`src/rtl/core/joystick_report_decoder_core_defines.svh`:
```
// ----------------------------------------------------------------------------
// Assertion macros for the joystick report decoder core
// Property checks that compile away when SYNTHESIS is defined.
// ----------------------------------------------------------------------------
`ifndef JOYSTICK_REPORT_DECODER_CORE_DEFINES_SVH
`define JOYSTICK_REPORT_DECODER_CORE_DEFINES_SVH
`ifndef SYNTHESIS
`define JRD_ASSERT_SAME(label, clk, rst, cond, expr) \
   label: assert property (@(posedge clk) disable iff (rst) (cond) |-> (expr)) \
      else $error("%m: same-cycle check failed");
`define JRD_ASSERT_NEXT(label, clk, rst, cond, expr) \
   label: assert property (@(posedge clk) disable iff (rst) (cond) |=> (expr)) \
      else $error("%m: next-cycle check failed");
`else
`define JRD_ASSERT_SAME(label, clk, rst, cond, expr)
`define JRD_ASSERT_NEXT(label, clk, rst, cond, expr)
`endif
`endif

```
`src/rtl/core/jrd_pkg.sv`:
```
`timescale 1ns / 1ps
// ----------------------------------------------------------------------------
// Joystick report decoder package
// Event codes and the event record passed from the parser to the output stage.
// ----------------------------------------------------------------------------
package jrd_pkg;

   localparam logic [1:0] KIND_STICK   = 2'd0;
   localparam logic [1:0] KIND_BUTTON  = 2'd1;
   localparam logic [1:0] KIND_BATTERY = 2'd2;

   typedef struct packed {
      logic [1:0]  kind;
      logic [7:0]  raw_x;
      logic [7:0]  raw_y;
      logic [7:0]  button_code;
      logic        pressed;
      logic [15:0] millivolts;
      logic [6:0]  volts;
   } jrd_event_type;

endpackage

```
`src/rtl/core/jrd_channel_if.sv`:
```
`timescale 1ns / 1ps
// ----------------------------------------------------------------------------
// Joystick report decoder channels
// Valid/ready channels for received bytes and for decoded events.
// ----------------------------------------------------------------------------
interface jrd_req_if;
   logic       valid;
   logic       ready;
   logic [7:0] rx_byte;

   modport source (output valid, output rx_byte, input ready);
   modport sink (input valid, input rx_byte, output ready);
endinterface

interface jrd_rsp_if;
   logic              valid;
   logic              ready;
   logic [1:0]        event_kind;
   logic [7:0]        raw_x;
   logic [7:0]        raw_y;
   logic signed [7:0] scaled_x;
   logic signed [7:0] scaled_y;
   logic [7:0]        button_code;
   logic              pressed;
   logic [6:0]        volts;
   logic [9:0]        millivolt_rest;

   modport source (output valid, output event_kind, output raw_x, output raw_y,
                   output scaled_x, output scaled_y, output button_code,
                   output pressed, output volts, output millivolt_rest,
                   input ready);
   modport sink (input valid, input event_kind, input raw_x, input raw_y,
                 input scaled_x, input scaled_y, input button_code,
                 input pressed, input volts, input millivolt_rest,
                 output ready);
endinterface

```
`src/rtl/core/jrd_parser.sv`:
```
`timescale 1ns / 1ps
// ----------------------------------------------------------------------------
// Joystick report parser
// Tracks the header and payload of each report and registers one event record
// on the last payload byte of a valid report, at most one per report.
// ----------------------------------------------------------------------------
module jrd_parser
   import jrd_pkg::*;
(
   input  logic          clock,
   input  logic          reset,
   jrd_req_if.sink       req_chan,
   output logic          ev_valid,
   output jrd_event_type ev,
   input  logic          ev_ready
);

   localparam logic [1:0] PH_LENGTH  = 2'd0;
   localparam logic [1:0] PH_MAGIC   = 2'd1;
   localparam logic [1:0] PH_TYPE    = 2'd2;
   localparam logic [1:0] PH_PAYLOAD = 2'd3;

   localparam logic [7:0] MAGIC_BYTE   = 8'hA1;
   localparam logic [7:0] NO_BUTTON    = 8'hFE;
   localparam logic [7:0] TYPE_BUTTON  = 8'd7;
   localparam logic [7:0] TYPE_STICK   = 8'd8;
   localparam logic [7:0] TYPE_BATTERY = 8'd17;
   localparam logic [7:0] LEN_STICK    = 8'd3;
   localparam logic [7:0] LEN_BUTTON   = 8'd6;
   localparam logic [7:0] LEN_BATTERY  = 8'd2;
   localparam logic [7:0] HEADER_TAIL  = 8'd2;
   localparam logic [7:0] PAYLOAD_KEEP = 8'd3;
   localparam int         MV_SHIFT     = 20;
   localparam logic [26:0] MV_RECIP    = 27'd8389;

   logic [1:0]    phase_ff, phase_in;
   logic [7:0]    len_ff, len_in;
   logic          magic_ok_ff, magic_ok_in;
   logic [7:0]    type_ff, type_in;
   logic [7:0]    remain_ff, remain_in;
   logic [7:0]    held_ff, held_in;
   logic [7:0]    pb_ff [3];
   logic          ev_valid_ff, ev_valid_in;
   jrd_event_type ev_ff, ev_in;

   logic          accept;
   logic [7:0]    plen;
   logic [7:0]    idx;
   logic          pb_write;
   logic [15:0]   mv;
   logic [26:0]   mv_prod;
   logic [7:0]    b;

   assign req_chan.ready = !ev_valid_ff || ev_ready;
   assign accept         = req_chan.valid && req_chan.ready;
   assign b              = req_chan.rx_byte;
   assign plen           = len_ff - HEADER_TAIL;
   assign idx            = plen - remain_ff;
   assign pb_write       = accept && (phase_ff == PH_PAYLOAD) && (idx < PAYLOAD_KEEP);
   assign mv             = {pb_ff[0], b};
   assign mv_prod        = 27'(mv[15:3]) * MV_RECIP;

   always_comb begin
      phase_in    = phase_ff;
      len_in      = len_ff;
      magic_ok_in = magic_ok_ff;
      type_in     = type_ff;
      remain_in   = remain_ff;
      held_in     = held_ff;
      ev_valid_in = ev_valid_ff && !ev_ready;
      ev_in       = ev_ff;
      if (accept) begin
         unique case (phase_ff)
            PH_LENGTH: begin
               len_in   = b;
               phase_in = PH_MAGIC;
            end
            PH_MAGIC: begin
               magic_ok_in = (b == MAGIC_BYTE);
               phase_in    = PH_TYPE;
            end
            PH_TYPE: begin
               type_in = b;
               if (!magic_ok_ff || len_ff <= HEADER_TAIL) begin
                  phase_in = PH_LENGTH;
               end else begin
                  remain_in = plen;
                  phase_in  = PH_PAYLOAD;
               end
            end
            default: begin
               if (remain_ff != 8'd0) begin
                  remain_in = remain_ff - 8'd1;
               end
               if (remain_ff <= 8'd1) begin
                  phase_in = PH_LENGTH;
                  ev_in    = '0;
                  priority if (type_ff == TYPE_STICK && plen == LEN_STICK) begin
                     if (pb_ff[0] == 8'd0) begin
                        ev_valid_in = 1'b1;
                        ev_in.kind  = KIND_STICK;
                        ev_in.raw_x = pb_ff[1];
                        ev_in.raw_y = b;
                     end
                  end else if (type_ff == TYPE_BUTTON && plen == LEN_BUTTON) begin
                     if (pb_ff[0] != NO_BUTTON) begin
                        held_in = pb_ff[0];
                     end
                     ev_valid_in       = 1'b1;
                     ev_in.kind        = KIND_BUTTON;
                     ev_in.button_code = (pb_ff[0] != NO_BUTTON) ? pb_ff[0] : held_ff;
                     ev_in.pressed     = (pb_ff[0] != NO_BUTTON);
                  end else if (type_ff == TYPE_BATTERY && plen == LEN_BATTERY) begin
                     ev_valid_in      = 1'b1;
                     ev_in.kind       = KIND_BATTERY;
                     ev_in.millivolts = mv;
                     ev_in.volts      = mv_prod[MV_SHIFT+6:MV_SHIFT];
                  end else begin
                     ev_in = ev_ff;
                  end
               end
            end
         endcase
      end
   end

   always_ff @(posedge clock) begin
      if (reset) begin
         phase_ff    <= PH_LENGTH;
         len_ff      <= '0;
         magic_ok_ff <= 1'b0;
         type_ff     <= '0;
         remain_ff   <= '0;
         held_ff     <= '0;
         ev_valid_ff <= 1'b0;
      end else begin
         phase_ff    <= phase_in;
         len_ff      <= len_in;
         magic_ok_ff <= magic_ok_in;
         type_ff     <= type_in;
         remain_ff   <= remain_in;
         held_ff     <= held_in;
         ev_valid_ff <= ev_valid_in;
      end
   end

   always_ff @(posedge clock) begin
      ev_ff <= ev_in;
      if (pb_write) begin
         pb_ff[idx[1:0]] <= b;
      end
   end

   assign ev_valid = ev_valid_ff;
   assign ev       = ev_ff;

endmodule

```
`src/rtl/core/jrd_format.sv`:
```
`timescale 1ns / 1ps
// ----------------------------------------------------------------------------
// Joystick event formatter
// Scales stick axes to percent, reduces the battery reading to the millivolts
// beyond the parser's whole volts, and holds the event in the response register.
// ----------------------------------------------------------------------------
module jrd_format
   import jrd_pkg::*;
(
   input  logic          clock,
   input  logic          reset,
   input  logic          ev_valid,
   input  jrd_event_type ev,
   output logic          ev_ready,
   jrd_rsp_if.source     rsp_chan
);

   localparam int          AXIS_SHIFT = 14;
   localparam logic [20:0] AXIS_RECIP = 21'd12901;
   localparam logic [15:0] MV_PER_V   = 16'd1000;

   function automatic logic signed [7:0] scale_axis(input logic [7:0] v);
      logic [6:0]  mag;
      logic [20:0] prod;
      logic [7:0]  pct;
      begin
         mag  = v[7] ? ~v[6:0] : v[6:0];
         prod = 21'(mag) * AXIS_RECIP;
         pct  = {1'b0, prod[AXIS_SHIFT+6:AXIS_SHIFT]};
         return v[7] ? $signed(8'd0 - pct) : $signed(pct);
      end
   endfunction

   logic              valid_ff, valid_in;
   logic [1:0]        kind_ff;
   logic [7:0]        raw_x_ff;
   logic [7:0]        raw_y_ff;
   logic signed [7:0] scaled_x_ff;
   logic signed [7:0] scaled_y_ff;
   logic [7:0]        button_ff;
   logic              pressed_ff;
   logic [6:0]        volts_ff;
   logic [9:0]        rest_ff;
   logic [15:0]       rest_full;
   logic              load;

   assign ev_ready  = !valid_ff || rsp_chan.ready;
   assign load      = ev_valid && ev_ready;
   assign valid_in  = load || (valid_ff && !rsp_chan.ready);
   assign rest_full = ev.millivolts - 16'(ev.volts) * MV_PER_V;

   always_ff @(posedge clock) begin
      if (reset) begin
         valid_ff <= 1'b0;
      end else begin
         valid_ff <= valid_in;
      end
   end

   always_ff @(posedge clock) begin
      if (load) begin
         kind_ff     <= ev.kind;
         raw_x_ff    <= ev.raw_x;
         raw_y_ff    <= ev.raw_y;
         scaled_x_ff <= scale_axis(ev.raw_x);
         scaled_y_ff <= scale_axis(ev.raw_y);
         button_ff   <= ev.button_code;
         pressed_ff  <= ev.pressed;
         volts_ff    <= ev.volts;
         rest_ff     <= rest_full[9:0];
      end
   end

   assign rsp_chan.valid          = valid_ff;
   assign rsp_chan.event_kind     = kind_ff;
   assign rsp_chan.raw_x          = raw_x_ff;
   assign rsp_chan.raw_y          = raw_y_ff;
   assign rsp_chan.scaled_x       = scaled_x_ff;
   assign rsp_chan.scaled_y       = scaled_y_ff;
   assign rsp_chan.button_code    = button_ff;
   assign rsp_chan.pressed        = pressed_ff;
   assign rsp_chan.volts          = volts_ff;
   assign rsp_chan.millivolt_rest = rest_ff;

endmodule

```
`src/rtl/core/joystick_report_decoder_core.sv`:
```
`timescale 1ns / 1ps
// ----------------------------------------------------------------------------
// Joystick report decoder core
// Parses a controller byte stream into stick, button and battery events.
// ----------------------------------------------------------------------------
//   channel    direction  payload
//   req_chan   in         rx_byte, one received byte per request
//   rsp_chan   out        event_kind, axes, button, battery fields
//
// One request can be accepted in every cycle unless the parser holds an
// event that the formatter cannot take. An event passes the parser register
// and then the formatter register before it appears on rsp_chan. The two
// registers let the parser keep taking requests while one event waits on a
// stalled response. Synchronous reset returns the parser to the length byte
// and clears the held button code.
// ----------------------------------------------------------------------------
`include "joystick_report_decoder_core_defines.svh"

module joystick_report_decoder_core
   import jrd_pkg::*;
(
   input  logic      clock,
   input  logic      reset,
   jrd_req_if.sink   req_chan,
   jrd_rsp_if.source rsp_chan
);

   logic          ev_valid;
   logic          ev_ready;
   jrd_event_type ev;

   jrd_parser u_parser (
      .clock    (clock),
      .reset    (reset),
      .req_chan (req_chan),
      .ev_valid (ev_valid),
      .ev       (ev),
      .ev_ready (ev_ready)
   );

   jrd_format u_format (
      .clock    (clock),
      .reset    (reset),
      .ev_valid (ev_valid),
      .ev       (ev),
      .ev_ready (ev_ready),
      .rsp_chan (rsp_chan)
   );

   `JRD_ASSERT_SAME(a_stall_blocks_req, clock, reset, ev_valid && rsp_chan.valid && !rsp_chan.ready, !req_chan.ready)
   `JRD_ASSERT_NEXT(a_event_handoff, clock, reset, ev_valid && ev_ready, rsp_chan.valid)
   `JRD_ASSERT_SAME(a_rest_range, clock, reset, rsp_chan.valid && rsp_chan.event_kind == KIND_BATTERY, rsp_chan.millivolt_rest < 10'd1000)
   `JRD_ASSERT_SAME(a_axis_range, clock, reset, rsp_chan.valid && rsp_chan.event_kind == KIND_STICK, rsp_chan.scaled_x >= -8'sd100 && rsp_chan.scaled_x <= 8'sd100)

endmodule
```
`src/flat_wrapper.sv`:
```
// flat-port wrapper written by rule: the top's interface ports become plain ports
module joystick_report_decoder_core_flat import jrd_pkg::*;
  (clock, reset, req_chan_valid, req_chan_rx_byte, req_chan_ready, rsp_chan_valid, rsp_chan_event_kind, rsp_chan_raw_x, rsp_chan_raw_y, rsp_chan_scaled_x, rsp_chan_scaled_y, rsp_chan_button_code, rsp_chan_pressed, rsp_chan_volts, rsp_chan_millivolt_rest, rsp_chan_ready);
  jrd_req_if req_chan_i ();
  jrd_rsp_if rsp_chan_i ();
  input  logic clock;
  input  logic reset;
  input wire logic [$bits(req_chan_i.valid)-1:0] req_chan_valid;
  input wire logic [$bits(req_chan_i.rx_byte)-1:0] req_chan_rx_byte;
  output wire logic [$bits(req_chan_i.ready)-1:0] req_chan_ready;
  output wire logic [$bits(rsp_chan_i.valid)-1:0] rsp_chan_valid;
  output wire logic [$bits(rsp_chan_i.event_kind)-1:0] rsp_chan_event_kind;
  output wire logic [$bits(rsp_chan_i.raw_x)-1:0] rsp_chan_raw_x;
  output wire logic [$bits(rsp_chan_i.raw_y)-1:0] rsp_chan_raw_y;
  output wire logic [$bits(rsp_chan_i.scaled_x)-1:0] rsp_chan_scaled_x;
  output wire logic [$bits(rsp_chan_i.scaled_y)-1:0] rsp_chan_scaled_y;
  output wire logic [$bits(rsp_chan_i.button_code)-1:0] rsp_chan_button_code;
  output wire logic [$bits(rsp_chan_i.pressed)-1:0] rsp_chan_pressed;
  output wire logic [$bits(rsp_chan_i.volts)-1:0] rsp_chan_volts;
  output wire logic [$bits(rsp_chan_i.millivolt_rest)-1:0] rsp_chan_millivolt_rest;
  input wire logic [$bits(rsp_chan_i.ready)-1:0] rsp_chan_ready;
  assign req_chan_i.valid = req_chan_valid;
  assign req_chan_i.rx_byte = req_chan_rx_byte;
  assign req_chan_ready = req_chan_i.ready;
  assign rsp_chan_valid = rsp_chan_i.valid;
  assign rsp_chan_event_kind = rsp_chan_i.event_kind;
  assign rsp_chan_raw_x = rsp_chan_i.raw_x;
  assign rsp_chan_raw_y = rsp_chan_i.raw_y;
  assign rsp_chan_scaled_x = rsp_chan_i.scaled_x;
  assign rsp_chan_scaled_y = rsp_chan_i.scaled_y;
  assign rsp_chan_button_code = rsp_chan_i.button_code;
  assign rsp_chan_pressed = rsp_chan_i.pressed;
  assign rsp_chan_volts = rsp_chan_i.volts;
  assign rsp_chan_millivolt_rest = rsp_chan_i.millivolt_rest;
  assign rsp_chan_i.ready = rsp_chan_ready;
  joystick_report_decoder_core u_core (.clock(clock), .reset(reset), .req_chan(req_chan_i), .rsp_chan(rsp_chan_i));
endmodule
```
`config.mk`:
```
export PLATFORM = sky130hd
export DESIGN_NAME = joystick_report_decoder_core_flat
export DESIGN_NICKNAME = d
export VERILOG_FILES = /design/src/rtl/core/jrd_pkg.sv /design/src/rtl/core/jrd_channel_if.sv /design/src/rtl/core/jrd_parser.sv /design/src/rtl/core/jrd_format.sv /design/src/rtl/core/joystick_report_decoder_core.sv /design/src/flat_wrapper.sv
export VERILOG_INCLUDE_DIRS = /design/src /design/src/rtl/core
export SDC_FILE = /design/constraint.sdc
export NUM_CORES = 1
export LEC_CHECK = 0
export BUFFER_PORTS_ARGS = -buffer_cell sky130_fd_sc_hd__buf_4
export CORE_MARGIN = 2
export CORE_UTILIZATION = 60
export DETAILED_ROUTE_END_ITERATION = 7
export PLACE_DENSITY = 0.88
export SLEW_MARGIN = 10
export SYNTH_ARGS = -nofsm -noshare
export SYNTH_HDL_FRONTEND = slang
export SYNTH_SLANG_ARGS = --single-unit
```
`constraint.sdc`:
```
create_clock -name clock -period 7.82 [get_ports clock]
set_input_delay 0.782 -clock clock [delete_from_list [all_inputs] [get_ports clock]]
set_output_delay 0.782 -clock clock [all_outputs]
set_load 0.05 [all_outputs]
```
==> out/metrics.csv <==
metric,value,unit
status,"finished, final reports clean",
fin_nets,1447,
clk_latency,0.44,ns
reg2reg_depth,20,
yosysTopAreaCell,edfxtp_1,
ys_async_sr_fraction,0,%
largest_register_ffs,44,
critPathMaxStageDelay,0.80,ns
worstPathCellList,"xor2_1, ha_1, ha_1, fa_1, inv_1, fa_1, inv_1, ha_1, a211o_1, a21oi_1, nand3_1, a31oi_1, o21bai_1, xnor2_1, ha_1, inv_1, nor4b_1, mux2i_1, o221ai_1, xor2_1",
clock-sinks,157,
setup_viol,0,
finClkSkew,0.0146,ns
wl_per_cell,16.7,um
fmax,167,MHz
critical_path_required,7.99,ns
via_per_inst,5.74,
grt_pass1_wl,39200,um
hp-start,u_core.u_parser.ev[8]$_SDFFCE_PN0P_,
pre_cts_ws,1.88,ns
clock_path_buffers,2,
cts_inserted_buffers,17,
post_cts_buffers,0,
drive_gt1_share,10.6,%
rsz0062_at_grt,no,
synth_top_cell_area_share,30.8,%
avgSynthCellArea,10.6,sq um
arrival,6.17,ns
hold_slack,0.417,ns
dr_total_vias,8364,
power.share.sequential,47.2,%
area_growth,12.6,%
crit_buf_inv,3,
p_per_area,145,nW/um^2
drv_slew,0,
postSynthCellCount,1102,
crit_end,u_core.u_format.rsp_chan.scaled_y[6]$_DFFE_PP_,
synth_cell_types,63,
max_slew.worst_pin.slew,0.886,ns
cts_root_buf,clkbuf_16,
power.switching,0.486,mW
p_leak,6.30,nW
design_area,13200,sq um
ys.flop_type,edfxtp_1,
internal-power,1.42,mW
endpoint_kind,flop,
wl,24300,um
p_sw_share,25.5,%
synth-edff-count,120,
overflow,0,
cp-start-kind,flop,
cts_resized,0,
setup_ws,1.82,ns
core_area,19300,sq um
tritoncts,built,
antenna_found_initial,0,
p_comb_share,8.2,%
grtUsageTotal,24.4,%
initial_core_util,60.6,%
path_class,reg2reg,
placed_area,12500,sq um
grt_pass1_vias,8208,
cpMaxStageDelayCell,edfxtp_1,
min_period_over_period,76.7,%
cp_top_family,adder cells,
io_pins,74,
cts.htree.levels,4,
crit_fanout,19,
ant_nets,0,
drv_cap,0,
r2r_slack,1.82,ns
dieWidth,144,um
synth_area_leaders,"edfxtp_1 31%, ha_1 23%, fa_1 7.4%",
cts.clk_slew.worst_paths,0.07,ns
holdCritPathClass,reg2reg,
hold_viol,0,
grt_max_degree,61,
die_h,144,um
dr.pass1.iters,6,
syn_nets,1371,
min_period,6.00,ns
pwr-share-clk,44.6,%
rr_startpoint,u_core.u_parser.ev[39]$_SDFFCE_PN0P_,
r2r-end,u_core.u_format.rsp_chan.scaled_y[6]$_DFFE_PP_,
crit_start,u_core.u_parser.ev[39]$_SDFFCE_PN0P_,
drtIter0Drc,587,
ys_seq_elements,157,
placement.io_buffers,73,
route.detailed.drc,0,
yosysWarnings,0,
hpwl,18200,um
ys_seq_area_share,37.2,%
gp_congestion,0.900,
dieArea,20600,sq um
ir_drop,0.157,mV
num_antenna_cells,0,
cts_hold_buf,0,
relSlewSlack,40.5,%
worstSetupPathDepth,20,
netlist_area,11700,sq um
cpMostUsedCell,ha_1,
final.setup.tns,0,ns
row_count,51,
==> power groups by stage <==
| stage | Combinational [mW] | Sequential, mW | Clock (mW) |
|---|---|---|---|
| global route | 0.177 | 0.898 | 0.893 |
| global placement | 0.145 | 0.916 | 0 |
| CTS | 0.155 | 0.897 | 0.857 |
| floorplan | 0.112 | 0.913 | 0 |
| detailed placement | 0.153 | 0.916 | 0 |
| finish | 0.156 | 0.897 | 0.849 |
==> layout by cell type, fill, tap and decap left out, types with 5 or more instances in the layout <==
cell	instances
a211oi_1	9
a21o_1	14
a21oi_1	62
a22oi_1	6
and2_1	15
and3_1	10
buf_4	78
clkbuf_16	17
clkinv_8	5
dfxtp_1	37
edfxtp_1	120
fa_1	43
ha_1	214
inv_1	149
mux2i_1	21
nand2_1	75
nand2b_1	8
nand3_1	18
nand4_1	13
nor2_1	64
nor2b_1	9
nor3_1	14
o211ai_1	5
o21a_1	8
o21ai_0	36
o21bai_1	5
or2_2	7
xnor2_1	26
xor2_1	36
==> metal layers <==
metal / track usage, % / up-vias / share of wire [%]
met3: 3.63 / 43 / 5.6
met1: 30.7 / 4000 / 42
met5: 0 / - / 0
met4: 8.20 / 0 / 2.2
met2: 43.2 / 298 / 51
li1: - / 4023 / -
==> worst min path at each step <==
stage	slack, ns	depth (start not counted)	end
final	0.42	0	u_core.u_format.rsp_chan.millivolt_rest[1]$_DFFE_PP_
after global routing	0.43	0	u_core.u_format.rsp_chan.button_code[7]$_DFFE_PP_
after CTS	0.42	0	u_core.u_format.rsp_chan.millivolt_rest[1]$_DFFE_PP_
after detailed placement	0.40	0	u_core.u_format.rsp_chan.button_code[2]$_DFFE_PP_
after global placement	0.40	0	u_core.u_format.rsp_chan.button_code[1]$_DFFE_PP_
after floorplan	0.40	0	u_core.u_format.rsp_chan.button_code[0]$_DFFE_PP_
==> cells by family after synthesis <==
group           synth area share [%]
compound gates                  9.70
xor+xnor                        4.65
fa+ha+maj                       30.3
buf+inv                         5.56
flops                           37.2
mux                             1.80
simple gates                    10.8
==> cell usage after synthesis (all sizes together) (3+ instances only) <==
| library cell | number |
|---|---|
| edfxtp | 120 |
| nand3b | 4 |
| a221oi | 3 |
| nand2b | 8 |
| nand3 | 18 |
| mux2i | 21 |
| o22ai | 3 |
| o211ai | 5 |
| and3 | 10 |
| o21a | 8 |
| a22oi | 6 |
| o21bai | 6 |
| o21ai | 36 |
| xnor2 | 26 |
| nor3b | 3 |
| ha | 214 |
| nor4 | 4 |
| clkbuf | 17 |
| buf | 4 |
| nand4 | 13 |
| nor2b | 10 |
| fa | 43 |
| nor2 | 64 |
| or2 | 7 |
| a21oi | 63 |
| xor2 | 36 |
| nand2 | 75 |
| a211oi | 9 |
| a21o | 14 |
| dfxtp | 37 |
| nor3 | 16 |
| inv | 149 |
| and2 | 16 |
==> layout make-up <==
class	count	area (sq um)
multi-input combinational	775	6710
fill	1382	6120
sequential	157	4340
timing repair buffer	78	586
inverter	149	559
clock buffer	17	425
tap	265	332
clock inverter	15	196
==> through the flow <==
step	power (mW)	instances	util (%)
after detailed placement	1.07	1424	65.0
final	1.90	1456	68.3
after global routing	1.97	1456	68.3
after global placement	1.06	1424	65.0
after CTS	1.91	1456	68.3
after floorplan	1.02	1102	-
No activity file was read; power rests on OpenSTA's default activity.
